==> src/rtl/core/tlrl_pkg.sv <==
package tlrl_pkg;

  // Field widths
  localparam int unsigned LevelW = 16;
  localparam int unsigned TimeW  = 32;
  localparam int unsigned CfgW   = 16;
  localparam int unsigned CfgIdxW = 2;

  // Default bound for requested levels and clamp for the per-tick level change
  localparam int unsigned LEVEL_MAX_DEF = 4095;

  // Register reset values
  localparam logic [CfgW-1:0] STEP_INTERVAL_RST = 16'd100;
  localparam logic [CfgW-1:0] MAX_STEP_RST      = 16'd1;

  // Configuration register indexes
  localparam logic [CfgIdxW-1:0] CFG_STEP_INTERVAL = 2'd0;
  localparam logic [CfgIdxW-1:0] CFG_MAX_STEP      = 2'd1;

  // Operation codes on the input stream
  typedef enum logic [1:0] {
    OP_TICK    = 2'd0,
    OP_REQUEST = 2'd1,
    OP_ATTACH  = 2'd2,
    OP_RESYNC  = 2'd3
  } op_e;

  // Classified operation held in the queue
  typedef enum logic [2:0] {
    KIND_TICK,
    KIND_REQ_OK,
    KIND_REQ_REJ,
    KIND_ATTACH,
    KIND_RESYNC
  } kind_e;

  typedef struct packed {
    kind_e             kind;
    logic [TimeW-1:0]  now_ms;
    logic [LevelW-1:0] requested_level;
    logic [LevelW-1:0] present_level;
  } item_t;

  // Queue head as seen by the back end
  typedef struct packed {
    logic  valid;
    item_t item;
  } head_t;

  // Back end status
  typedef struct packed {
    logic busy;
    logic emit;
  } bk_stat_t;

  typedef enum logic [2:0] {
    BK_IDLE,
    BK_DECIDE,
    BK_DIV,
    BK_MUL_ADV,
    BK_MUL_AVAIL,
    BK_STEP
  } bk_state_e;

endpackage

==> src/rtl/core/tlrl_front.sv <==
module tlrl_front #(
  parameter int unsigned LevelMax = tlrl_pkg::LEVEL_MAX_DEF
) (
  input  logic                        clk_i,
  input  logic                        rst_ni,
  input  logic                        in_valid_i,
  output logic                        in_ready_o,
  input  logic [1:0]                  op_i,
  input  logic [tlrl_pkg::TimeW-1:0]  now_ms_i,
  input  logic [tlrl_pkg::LevelW-1:0] requested_level_i,
  input  logic [tlrl_pkg::LevelW-1:0] present_level_i,
  input  logic                        device_ready_i,
  input  logic                        pop_i,
  output tlrl_pkg::head_t             head_o
);

  localparam int unsigned Depth = 2;

  tlrl_pkg::item_t entry_d;
  tlrl_pkg::item_t mem_q [Depth];
  logic            wr_ptr_q, wr_ptr_d;
  logic            rd_ptr_q, rd_ptr_d;
  logic [1:0]      cnt_q, cnt_d;
  logic            push, pop;

  // Classify the operation; request checks are settled here
  always_comb begin
    entry_d.now_ms          = now_ms_i;
    entry_d.requested_level = requested_level_i;
    entry_d.present_level   = present_level_i;
    case (tlrl_pkg::op_e'(op_i))
      tlrl_pkg::OP_TICK: begin
        entry_d.kind = tlrl_pkg::KIND_TICK;
      end
      tlrl_pkg::OP_REQUEST: begin
        if ((requested_level_i > tlrl_pkg::LevelW'(LevelMax)) || !device_ready_i) begin
          entry_d.kind = tlrl_pkg::KIND_REQ_REJ;
        end else begin
          entry_d.kind = tlrl_pkg::KIND_REQ_OK;
        end
      end
      tlrl_pkg::OP_ATTACH: begin
        entry_d.kind = tlrl_pkg::KIND_ATTACH;
      end
      default: begin
        entry_d.kind = tlrl_pkg::KIND_RESYNC;
      end
    endcase
  end

  assign in_ready_o = (cnt_q != 2'(Depth));
  assign push       = in_valid_i && in_ready_o;
  assign pop        = pop_i && (cnt_q != 2'd0);

  // Queue pointers and fill count
  always_comb begin
    wr_ptr_d = push ? ~wr_ptr_q : wr_ptr_q;
    rd_ptr_d = pop ? ~rd_ptr_q : rd_ptr_q;
    cnt_d    = cnt_q;
    if (push && !pop) begin
      cnt_d = cnt_q + 2'd1;
    end else if (pop && !push) begin
      cnt_d = cnt_q - 2'd1;
    end
  end

  always_ff @(posedge clk_i or negedge rst_ni) begin
    if (!rst_ni) begin
      wr_ptr_q <= 1'b0;
      rd_ptr_q <= 1'b0;
      cnt_q    <= 2'd0;
    end else begin
      wr_ptr_q <= wr_ptr_d;
      rd_ptr_q <= rd_ptr_d;
      cnt_q    <= cnt_d;
    end
  end

  // Queue storage
  always_ff @(posedge clk_i) begin
    if (push) begin
      mem_q[wr_ptr_q] <= entry_d;
    end
  end

  assign head_o.valid = (cnt_q != 2'd0);
  assign head_o.item  = mem_q[rd_ptr_q];

endmodule

==> src/rtl/core/tlrl_back.sv <==
module tlrl_back #(
  parameter int unsigned LevelMax = tlrl_pkg::LEVEL_MAX_DEF
) (
  input  logic                        clk_i,
  input  logic                        rst_ni,
  input  tlrl_pkg::head_t             head_i,
  output logic                        pop_o,
  input  logic [tlrl_pkg::CfgW-1:0]   step_interval_i,
  input  logic [tlrl_pkg::CfgW-1:0]   max_step_i,
  output logic                        out_valid_o,
  input  logic                        out_ready_i,
  output logic [39:0]                 out_data_o,
  output tlrl_pkg::bk_stat_t          stat_o
);

  localparam int unsigned LW = tlrl_pkg::LevelW;
  localparam int unsigned TW = tlrl_pkg::TimeW;
  localparam int unsigned PW = TW + tlrl_pkg::CfgW;

  tlrl_pkg::bk_state_e state_q, state_d;
  tlrl_pkg::item_t     item_q, item_d;
  logic [LW-1:0]       target_q, target_d;
  logic                tset_q, tset_d;
  logic [TW-1:0]       last_q, last_d;
  logic [LW-1:0]       rem_q, rem_d;
  logic [TW-1:0]       quo_q, quo_d;
  logic [4:0]          cnt_q, cnt_d;
  logic [PW-1:0]       prod_q, prod_d;
  logic                out_vld_q, out_vld_d;
  logic [39:0]         out_data_q, out_data_d;

  logic                out_free;
  logic                tick_long;
  logic                emit;
  logic [LW:0]         trial;
  logic                trial_ge;
  logic [LW-1:0]       mul_b;
  logic [PW-1:0]       mul_res;
  logic [LW-1:0]       avail;
  logic [LW-1:0]       gap;
  logic [LW-1:0]       mv;
  logic [LW-1:0]       new_target;

  assign out_free  = !out_vld_q || out_ready_i;
  assign tick_long = (item_q.kind == tlrl_pkg::KIND_TICK) &&
                     (item_q.present_level != target_q) && (step_interval_i != '0);

  // One restoring division step per cycle
  assign trial    = {rem_q, quo_q[TW-1]};
  assign trial_ge = (trial >= {1'b0, step_interval_i});

  // Shared multiplier: first the clock advance, then the allowed change
  assign mul_b   = (state_q == tlrl_pkg::BK_MUL_ADV) ? step_interval_i : max_step_i;
  assign mul_res = PW'(quo_q) * PW'(mul_b);

  // Ramp step arithmetic
  assign avail = (prod_q > PW'(LevelMax)) ? LW'(LevelMax) : prod_q[LW-1:0];
  assign gap   = (item_q.present_level < target_q) ? (target_q - item_q.present_level)
                                                   : (item_q.present_level - target_q);
  assign mv    = (gap < avail) ? gap : avail;

  assign new_target = tset_q ? target_q : item_q.present_level;

  // Next state
  always_comb begin
    state_d = state_q;
    case (state_q)
      tlrl_pkg::BK_IDLE: begin
        if (head_i.valid) begin
          state_d = tlrl_pkg::BK_DECIDE;
        end
      end
      tlrl_pkg::BK_DECIDE: begin
        if (tick_long) begin
          state_d = tlrl_pkg::BK_DIV;
        end else if (out_free) begin
          state_d = tlrl_pkg::BK_IDLE;
        end
      end
      tlrl_pkg::BK_DIV: begin
        if (cnt_q == 5'd31) begin
          state_d = tlrl_pkg::BK_MUL_ADV;
        end
      end
      tlrl_pkg::BK_MUL_ADV: begin
        state_d = tlrl_pkg::BK_MUL_AVAIL;
      end
      tlrl_pkg::BK_MUL_AVAIL: begin
        state_d = tlrl_pkg::BK_STEP;
      end
      tlrl_pkg::BK_STEP: begin
        if (out_free) begin
          state_d = tlrl_pkg::BK_IDLE;
        end
      end
      default: begin
        state_d = tlrl_pkg::BK_IDLE;
      end
    endcase
  end

  // Datapath and result register
  always_comb begin
    item_d     = item_q;
    target_d   = target_q;
    tset_d     = tset_q;
    last_d     = last_q;
    rem_d      = rem_q;
    quo_d      = quo_q;
    cnt_d      = cnt_q;
    prod_d     = prod_q;
    out_data_d = out_data_q;
    emit       = 1'b0;
    pop_o      = 1'b0;
    case (state_q)
      tlrl_pkg::BK_IDLE: begin
        if (head_i.valid) begin
          pop_o  = 1'b1;
          item_d = head_i.item;
        end
      end
      tlrl_pkg::BK_DECIDE: begin
        if (tick_long) begin
          rem_d = '0;
          quo_d = item_q.now_ms - last_q;
          cnt_d = '0;
        end else if (out_free) begin
          emit = 1'b1;
          case (item_q.kind)
            tlrl_pkg::KIND_TICK: begin
              // Level already at target, or stepping disabled
              if (item_q.present_level == target_q) begin
                last_d = item_q.now_ms;
              end
              out_data_d = {5'd0, item_q.present_level != target_q, target_q,
                            16'd0, 1'b0, 1'b1};
            end
            tlrl_pkg::KIND_REQ_OK: begin
              target_d = item_q.requested_level;
              tset_d   = 1'b1;
              if (last_q == '0) begin
                last_d = item_q.now_ms;
              end
              out_data_d = {5'd0, item_q.present_level != item_q.requested_level,
                            item_q.requested_level, 16'd0, 1'b0, 1'b1};
            end
            tlrl_pkg::KIND_REQ_REJ: begin
              out_data_d = {5'd0, item_q.present_level != target_q, target_q,
                            16'd0, 1'b0, 1'b0};
            end
            tlrl_pkg::KIND_ATTACH: begin
              target_d   = new_target;
              tset_d     = 1'b1;
              last_d     = item_q.now_ms;
              out_data_d = {5'd0, item_q.present_level != new_target, new_target,
                            16'd0, 1'b0, 1'b1};
            end
            default: begin
              last_d     = item_q.now_ms;
              out_data_d = {5'd0, item_q.present_level != target_q, target_q,
                            16'd0, 1'b0, 1'b1};
            end
          endcase
        end
      end
      tlrl_pkg::BK_DIV: begin
        rem_d = trial_ge ? LW'(trial - {1'b0, step_interval_i}) : trial[LW-1:0];
        quo_d = {quo_q[TW-2:0], trial_ge};
        cnt_d = cnt_q + 5'd1;
      end
      tlrl_pkg::BK_MUL_ADV: begin
        prod_d = mul_res;
      end
      tlrl_pkg::BK_MUL_AVAIL: begin
        last_d = last_q + prod_q[TW-1:0];
        prod_d = mul_res;
      end
      tlrl_pkg::BK_STEP: begin
        if (out_free) begin
          emit = 1'b1;
          if (quo_q == '0) begin
            // No whole interval elapsed
            out_data_d = {5'd0, 1'b1, target_q, 16'd0, 1'b0, 1'b1};
          end else if (item_q.present_level < target_q) begin
            out_data_d = {5'd0, 1'b1, target_q, item_q.present_level + mv, 1'b1, 1'b1};
          end else begin
            out_data_d = {5'd0, 1'b1, target_q, item_q.present_level - mv, 1'b1, 1'b1};
          end
        end
      end
      default: begin
      end
    endcase
    if (emit) begin
      out_vld_d = 1'b1;
    end else if (out_ready_i) begin
      out_vld_d = 1'b0;
    end else begin
      out_vld_d = out_vld_q;
    end
  end

  always_ff @(posedge clk_i or negedge rst_ni) begin
    if (!rst_ni) begin
      state_q   <= tlrl_pkg::BK_IDLE;
      target_q  <= '0;
      tset_q    <= 1'b0;
      last_q    <= '0;
      cnt_q     <= '0;
      out_vld_q <= 1'b0;
    end else begin
      state_q   <= state_d;
      target_q  <= target_d;
      tset_q    <= tset_d;
      last_q    <= last_d;
      cnt_q     <= cnt_d;
      out_vld_q <= out_vld_d;
    end
  end

  always_ff @(posedge clk_i) begin
    item_q     <= item_d;
    rem_q      <= rem_d;
    quo_q      <= quo_d;
    prod_q     <= prod_d;
    out_data_q <= out_data_d;
  end

  assign out_valid_o = out_vld_q;
  assign out_data_o  = out_data_q;
  assign stat_o.busy = (state_q != tlrl_pkg::BK_IDLE);
  assign stat_o.emit = emit;

endmodule

==> src/rtl/core/timed_level_ramp_limiter.sv <==
// Slew-rate limiter: ramps an output level toward a stored target.
// Input stream (s_axis_*): one operation per transaction, op code in tuser.
// Result stream (m_axis_*): exactly one result per input transaction, in order.
// Config channel (cfg_*): index 0 step interval in ms, index 1 max step; always
//   ready; the user must write it only while no operation is outstanding, and
//   the block itself does not enforce this.
// A two-entry queue sits between the classifying front end and the executing
// back end, so the input side keeps accepting while a result waits.
// Request, attach, resync and ticks that do not step go from the queue to the
//   back end's item register in IDLE, then to the result register in DECIDE.
// A stepping tick divides the elapsed time serially by the step interval (DIV),
//   then uses one shared 32x16 multiplier in MUL_ADV and MUL_AVAIL, and makes
//   the ramp step in STEP. The back end handles one item at a time.
// Reset clears target, step clock, queue and result valid; config returns
//   to a 100 ms interval and a max step of 1.
// When the receiver stalls, the result is held; the back end waits with the
//   next result and the queue fills, then s_axis_tready drops.
module timed_level_ramp_limiter #(
  parameter int unsigned LevelMax = tlrl_pkg::LEVEL_MAX_DEF
) (
  input  logic                              clk_i,
  input  logic                              rst_ni,
  input  logic                              s_axis_tvalid,
  output logic                              s_axis_tready,
  // [31:0] now_ms, [47:32] requested_level, [63:48] present_level,
  // [64] device_ready, [71:65] zero
  input  logic [71:0]                       s_axis_tdata,
  // [1:0] op
  input  logic [1:0]                        s_axis_tuser,
  output logic                              m_axis_tvalid,
  input  logic                              m_axis_tready,
  // [0] accepted, [1] drive_valid, [17:2] drive_level, [33:18] target_level,
  // [34] transitioning, [39:35] zero
  output logic [39:0]                       m_axis_tdata,
  input  logic                              cfg_valid_i,
  output logic                              cfg_ready_o,
  input  logic [tlrl_pkg::CfgIdxW-1:0]      cfg_index_i,
  input  logic [tlrl_pkg::CfgW-1:0]         cfg_data_i
);

  logic [tlrl_pkg::CfgW-1:0] step_interval_q, max_step_q;
  tlrl_pkg::head_t           head;
  tlrl_pkg::bk_stat_t        bk_stat;
  logic                      pop;

  // Configuration registers
  assign cfg_ready_o = 1'b1;

  always_ff @(posedge clk_i or negedge rst_ni) begin
    if (!rst_ni) begin
      step_interval_q <= tlrl_pkg::STEP_INTERVAL_RST;
      max_step_q      <= tlrl_pkg::MAX_STEP_RST;
    end else if (cfg_valid_i && cfg_ready_o) begin
      case (cfg_index_i)
        tlrl_pkg::CFG_STEP_INTERVAL: step_interval_q <= cfg_data_i;
        tlrl_pkg::CFG_MAX_STEP:      max_step_q      <= cfg_data_i;
        default: begin
        end
      endcase
    end
  end

  tlrl_front #(
    .LevelMax (LevelMax)
  ) u_front (
    .clk_i             (clk_i),
    .rst_ni            (rst_ni),
    .in_valid_i        (s_axis_tvalid),
    .in_ready_o        (s_axis_tready),
    .op_i              (s_axis_tuser),
    .now_ms_i          (s_axis_tdata[31:0]),
    .requested_level_i (s_axis_tdata[47:32]),
    .present_level_i   (s_axis_tdata[63:48]),
    .device_ready_i    (s_axis_tdata[64]),
    .pop_i             (pop),
    .head_o            (head)
  );

  tlrl_back #(
    .LevelMax (LevelMax)
  ) u_back (
    .clk_i           (clk_i),
    .rst_ni          (rst_ni),
    .head_i          (head),
    .pop_o           (pop),
    .step_interval_i (step_interval_q),
    .max_step_i      (max_step_q),
    .out_valid_o     (m_axis_tvalid),
    .out_ready_i     (m_axis_tready),
    .out_data_o      (m_axis_tdata),
    .stat_o          (bk_stat)
  );

`ifndef SYNTHESIS
  // A new result never overwrites one that has not been taken
  assert property (@(posedge clk_i) disable iff (!rst_ni)
    bk_stat.emit |-> (!m_axis_tvalid || m_axis_tready))
    else $error("result register overwritten");

  // A driven level only comes with an accepted operation
  assert property (@(posedge clk_i) disable iff (!rst_ni)
    (m_axis_tvalid && m_axis_tdata[1]) |-> m_axis_tdata[0])
    else $error("drive without accept");

  // A fresh result only appears after the back end was working
  assert property (@(posedge clk_i) disable iff (!rst_ni)
    $rose(m_axis_tvalid) |-> $past(bk_stat.busy))
    else $error("result from idle back end");

  // Input backpressure only when the queue holds items
  assert property (@(posedge clk_i) disable iff (!rst_ni)
    !s_axis_tready |-> head.valid)
    else $error("stall with empty queue");
`endif

endmodule
==> config.mk <==
export PLATFORM = sky130hd
export DESIGN_NAME = timed_level_ramp_limiter
export DESIGN_NICKNAME = d
export VERILOG_FILES = /design/src/rtl/core/tlrl_pkg.sv /design/src/rtl/core/tlrl_front.sv /design/src/rtl/core/tlrl_back.sv /design/src/rtl/core/timed_level_ramp_limiter.sv
export SDC_FILE = /design/constraint.sdc
export NUM_CORES = 2
export LEC_CHECK = 0
export BUFFER_PORTS_ARGS = -buffer_cell sky130_fd_sc_hd__buf_2
export CELL_PAD_IN_SITES_DETAIL_PLACEMENT = 1
export CELL_PAD_IN_SITES_GLOBAL_PLACEMENT = 2
export CORE_MARGIN = 2
export CORE_UTILIZATION = 38
export CTS_BUF_LIST = sky130_fd_sc_hd__clkbuf_16
export DETAILED_ROUTE_END_ITERATION = 12
export PLACE_DENSITY_LB_ADDON = 0.1
export SETUP_SLACK_MARGIN = 0.2
export SYNTH_ARGS = -nofsm -noshare
export SYNTH_HDL_FRONTEND = slang
export SYNTH_SLANG_ARGS = --single-unit
==> constraint.sdc <==
create_clock -name clk_i -period 7.38 [get_ports clk_i]
set_input_delay 0.738 -clock clk_i [delete_from_list [all_inputs] [get_ports clk_i]]
set_output_delay 0.738 -clock clk_i [all_outputs]
set_load 0.01 [all_outputs]
Yosys cells after proc, flatten, opt, wreduce, memory -nomap -nowiden. Memories as Yosys holds them, arrays and structs flattened. A register that Yosys moved wholly into a read port is not among the register bits. Cells that the tools add are included.

Memories: 1. Word-level logic and storage cells: 142. Register bits: 230. Memory bits (writable): 134.

Reduce and logical (&&, ||, !) cells: 37. $lt $le $gt $ge: 5. Add/subtract/negate cells: 10. Equality and inequality tests: 26. Multipliers: 1. Muxes and demuxes: 44. Bitwise gates (word level): 3.

Memories: u_front.mem_q (words 2, width 67, read ports 1, clocked after Yosys merged registers in 1, wr ports 1, RTL line tlrl_front.sv:20) `tlrl_pkg::item_t mem_q [Depth];`.

Operator list (number): 2-to-1 mux 32 bit (5); case mux 32 bit (2 select lines) (2); 2-to-1 mux 40 bit (3); 2-to-1 mux 16 bit (7); case mux 35 bit (3 select lines) (1); case mux 32 bit (3 select lines) (1); case mux 40 bit (2 select lines) (1); logical NOT 32 bit (2); case mux 16 bit (2 select lines) (2); subtractor 16 bit (4); greater-than comparator 48 x 12 -> 1 bit (second input constant) (1); multiplier 32 x 16 -> 48 bit (1); != test 16 bit (3); 2-to-1 mux 18 bit (2); adder 32 bit (1); less-than comparator 16 bit (2); subtractor 32 bit (1); case mux 3 bit (6 select lines) (1); greater-or-equal comparator 17 x 16 -> 1 bit (1); adder 16 bit (1); == test 16 bit (1); greater-than comparator 16 x 12 -> 1 bit (second input constant) (1); nonzero test 16 bit (1); nonzero test 2 bit (7); 30 further kinds (74).

Logic depth before layout (Yosys ltp).
Depth after elaboration: 9. Depth in mapped cells: 40.

Modules after synthesis. From an unflattened synthesis, not the netlist that was laid out.

Cell total of the unflattened synthesis: 4001. Area, all modules: 39676.8 µm².

By module, submodules not included: tlrl_back (cells an instance 3696, area each 33283.2 µm², times used 1, sequential area each 7397.1 µm²); tlrl_front (cells an instance 235, area each 5165.0 µm², times used 1, sequential area each 4124.0 µm²); timed_level_ramp_limiter (cells an instance 70, area each 1228.7 µm², times used 1, sequential area each 805.8 µm²).

Least setup slack after synthesis. Ideal clock, no wire load.

Path kind: register to register. Start point: reg u_back.state_q[1]. End point: reg u_back.prod_q[46], data pin. Slack: -0.651 ns. Setup time: 0.263 ns. Period minus slack after synthesis: 8.031 ns. Path buffers: 4. Data arrival time: 7.768 ns. Cell stages (with the launch flop): 31. Path through: dfrtp_1 > clkbuf_1 > nand3b_1 > clkbuf_1 > clkbuf_1 > nand2_1 > o21ai_1 > clkbuf_1 > nand2_1 > fa_1 > inv_1 > fa_1 > inv_1 > fa_1 > fa_1 > fa_1 > fa_1 > inv_1 > ha_1 > a21o_1 > a21o_1 > a211o_1 > a211o_1 > a41oi_1 > o31ai_1 > a2111oi_2 > o21ai_1 > a21oi_2 > o21ai_1 > a311oi_1 > xnor2_1.

Cells in the longest elaborated chain, start to end: 3.

RTL lines: start: declaration (RTL line tlrl_back.sv:20) `tlrl_pkg::bk_state_e state_q, state_d;`; start signal: assignment (RTL line tlrl_back.sv:205) `state_q <= tlrl_pkg::BK_IDLE;`; start signal: assignment (RTL line tlrl_back.sv:212) `state_q <= state_d;`; == test 3 x 2 -> 1 bit (RTL line tlrl_back.sv:53) `assign mul_b = (state_q == tlrl_pkg::BK_MUL_ADV) ? step_interval_i : max_step_i;`; 2-to-1 mux 16 bit (RTL line tlrl_back.sv:53); multiplier 32 x 16 -> 48 bit (RTL line tlrl_back.sv:54) `assign mul_res = PW'(quo_q) * PW'(mul_b);`; named net u_back.mul_res[46] (RTL line tlrl_back.sv:38) `logic [PW-1:0] mul_res;`; end signal: assignment (RTL line tlrl_back.sv:225) `prod_q <= prod_d;`; end: declaration (RTL line tlrl_back.sv:28) `logic [PW-1:0] prod_q, prod_d;`.

The timed path passes the listed nets, and every way through them passes these cells. A chain may end at the register's enable or synchronous reset.

Worst setup path after layout.
Start point: reg u_back.state_q[2]. End point: reg u_back.prod_q[46], data pin.

Same word-level chain as after synthesis.

==> flow_metrics.env <==
export IMPL_run_status="complete, but fails checks"
export IMPL_failed_checks="negative setup slack"
export IMPL_grt_antenna_before_repair=2
export IMPL_dieHeight_microns=328
export IMPL_final_cell_area_sq_um=48300
export IMPL_vias_in_the_first_global_route=33345
export IMPL_drt_vias_per_instance=5.17
export IMPL_grt_setup_unrepaired="true"
export IMPL_tritoncts_num_sinks=426
export IMPL_ff2ff_setup_slack_ps=-280
export IMPL_cts_htree_levels=2
export IMPL_avgSynthCellArea_sq_um=9.83
export IMPL_period_needed_ps=7660
export IMPL_finalSetupViolCount=15
export IMPL_synth_seq_cells=426
export IMPL_grt_pass1_wl_microns=194000
export IMPL_synth_enable_flop_cells=332
export IMPL_post_route_cells_drive_above_1_share=0.220
export IMPL_yosys_most_used_dff="edfxtp_1"
export IMPL_layout_area_overhead_vs_synth_pct=21.1
export IMPL_vias=30504
export IMPL_critPathArrivalTime_ps=8050
export IMPL_placed_area_sq_um=44400
export IMPL_clkTransAtPathRegs_ps=60
export IMPL_final_setup_skew_ps=26.1
export IMPL_yosys_cell_types_count=90
export IMPL_detail_route_first_pass_iterations=5
export IMPL_reg2reg_depth=30
export IMPL_holdCritPathClass="primary input to async pin"
export IMPL_dp_final_hpwl_microns=96800
export IMPL_design_core_area_sq_um=104000
export IMPL_dieWidth_microns=328
export IMPL_detail_route_antenna_nets=0
export IMPL_min_period_over_period=1.04
export IMPL_placedCellCount=5711
export IMPL_synth_seq_area_share=0.309
export IMPL_route_detailed_drc=0
export IMPL_setup_worst_path_class="register to register"
export IMPL_crit_top_cell="fa_2"
export IMPL_tightestPinTransition_ps=1020
export IMPL_cp_required_ps=7770
export IMPL_number_of_violations_reported_at_the_end_of_detailed_routing_iteration_0=1391
export IMPL_critPathCaptureType="register"
export IMPL_crit_reg2reg_capture="u_back.prod_q[46]"
export IMPL_cts_root_buf="clkbuf_16"
export IMPL_finalWeightedCongestion=0.849
export IMPL_max_freq_mhz=131
export IMPL_grt_ovfl_total=0
export IMPL_io_buffer_count=126
export IMPL_final_nets=5259
export IMPL_number_of_clock_buffers_inserted_by_tritoncts=53
export IMPL_layout_cells_non_filler=5903
export IMPL_die_area_sq_um=107000
export IMPL_maxSlewViolCount=0
export IMPL_hold_violations=0
export IMPL_initial_utilization=0.384
export IMPL_mappedNetlistArea_sq_um=39800
export IMPL_clock_insertion_delay_at_the_later_pin_of_the_skew_report_ps=650
export IMPL_timing_critical_path_fanout_max=8
export IMPL_synth_async_sr_flop_share=0.221
export IMPL_synthesized_netlist_cell_count=4052
export IMPL_timing_critical_path_slowest_cell_delay_ps=590
export IMPL_cts_tree="built"
export IMPL_timing_slew_headroom=0.318
export IMPL_cts_root_to_sink_buffers=3
export IMPL_grt_max_degree=68
export IMPL_critPathSlowestCell="fa_2"
export IMPL_timing_critical_path_from_type="register"
export IMPL_count_of_boundary_i_o_pins=140
export IMPL_globalRouteTotalUtil=0.235
export IMPL_final_worst_path_setup_slack_ps=-275
export IMPL_drt_total_wl_microns=125000
export IMPL_regToRegStartpoint="u_back.state_q[2]"
export IMPL_placementRows=118
export IMPL_ys_warn_count=0
export IMPL_drt_wirelength_per_cell_microns=21.1
export IMPL_drv_max_cap_violation_count=0
routing by layer:
layer,share of wire,GRT usage,vias to the layer above,wire length [microns]
li1,-,-,14290,-
met1,0.43,0.294,15711,53300
met2,0.52,0.432,358,65400
met3,0.025,0.0221,143,3070
met4,0.023,0.0594,2,2880
met5,0.000072,0,-,9
sequential cells by signal (all words and copies together) (netlist names), 16 cells and up:
register	count
max_step_q	16
step_interval_q	16
u_back.item_q	67
u_back.last_q	32
u_back.out_data_o	35
u_back.prod_q	48
u_back.quo_q	32
u_back.rem_q	16
u_back.target_q	16
u_front.mem_q	134
critical path: cells and delay by family (launching register included):
family	cells	cell delay, ps
flip-flops	1	370
AND/OR/NAND/NOR	2	270
XOR/XNOR	1	90
adder cells (fa/ha/maj)	7	3340
AO/OA/AOI/OAI	12	2310
buffers and inverters	8	960
how the worst max path moves through the flow:
stage	start	end	slack, ps	cells past startpoint
4_1_cts	u_back.state_q[2]	u_back.prod_q[46]	-280	30
5_1_grt	u_back.item_q[0]	u_back.out_data_o[17]	-680	35
3_3_place_gp	u_back.state_q[2]	u_back.prod_q[47]	-380	26
2_1_floorplan	u_back.item_q[0]	u_back.out_data_o[17]	50	37
3_5_place_dp	u_back.state_q[2]	u_back.prod_q[46]	-500	27
6_report	u_back.state_q[2]	u_back.prod_q[46]	-280	30
layout by cell type, fill, tap and decap left out, types with 17 or more instances in the layout:
master,count
nor4_1,35
a21o_1,66
o31ai_1,17
or3_1,17
clkbuf_16,56
a21oi_1,164
a31oi_1,24
nand4_1,22
nand2_1,484
buf_6,40
nand2_2,23
inv_1,584
o211ai_1,19
and2_1,138
xor2_1,52
ha_1,244
o21a_1,23
nand3_1,30
mux2i_1,34
a21oi_2,19
dfrtp_1,89
nor2_1,195
o22ai_1,37
buf_12,22
edfxtp_1,332
fa_1,410
o21bai_1,25
buf_2,125
nor3_1,37
mux2_2,95
o21ai_0,124
xnor2_1,78
nor2b_1,59
inv_2,25
buf_4,364
nand2b_1,31
cell families (layout without fill, tap and decap cells):
group | count (synthesis) | count (layout) | share of synthesized area
AND/OR/NAND/NOR | 1175 | 1175 | 0.139
buffers and inverters | 802 | 1264 | 0.0769
AO/OA/AOI/OAI | 687 | 687 | 0.111
adder cells (fa/ha/maj) | 684 | 684 | 0.295
flip-flops | 426 | 426 | 0.309
XOR/XNOR | 143 | 143 | 0.0318
multiplexers | 133 | 133 | 0.0367
other | 2 | 11 | 0.000188
synthesized netlist by cell type (all sizes together), types with 6 or more instances:
library cell	count	area [sq um]
a211o	6	52.6
a211oi	21	168
a21boi	10	75.1
a21o	66	495
a21oi	187	940
a221o	11	110
a221oi	10	87.6
a311oi	9	85.1
a31oi	30	188
and2	142	888
and3	18	113
buf	54	258
clkbuf	148	556
dfrtp	90	2250
edfxtp	332	9970
fa	424	8490
ha	260	3250
inv	600	2250
mux2	98	1110
mux2i	35	354
nand2	517	1940
nand2b	31	194
nand3	33	170
nand3b	9	67.6
nand4	23	150
nor2	205	769
nor2b	66	413
nor3	41	226
nor4	39	263
o211ai	19	143
o21a	25	188
o21ai	157	786
o21bai	25	188
o221ai	10	93.8
o22ai	37	231
o31a	6	52.6
o31ai	19	143
or2	13	83.8
or3	19	119
xnor2	86	753
xor2	56	490
cell type report:
| type | instances | area (sq um) |
|---|---|---|
| antenna | 1 | 2.50 |
| clock buffer | 53 | 1330 |
| multi-input combinational | 2832 | 25700 |
| timing repair buffer | 565 | 4540 |
| fill | 11634 | 55500 |
| clock inverter | 46 | 422 |
| tap | 1380 | 1730 |
| sequential | 426 | 12300 |
| inverter | 600 | 2250 |
stage by stage:
stage | setup TNS [ps] | setup WS (ps) | hold slack, ps | util
after floorplan | 0 | 45.1 | 442 | -
after global placement | -3480 | -381 | 487 | 0.428
after detailed placement | -5110 | -497 | 495 | 0.428
after CTS | -1880 | -283 | 74.4 | 0.455
after global routing | -8230 | -684 | 105 | 0.465
final | -2300 | -275 | 89.6 | 0.465
what timing repair did:
action | in CTS | in global routing
setup endpoints to repair | 25 | 31
resized for setup | 129 | 168
setup buffers | 48 | 37
pin swaps | 61 | 83
hold buffers | 0 | 0
endpoints found under the hold margin | 0 | 0
gates cloned | 5 | 2
Power is not shown: default switching activity piles up to over one toggle a cycle in this logic, so the estimate is an artifact.
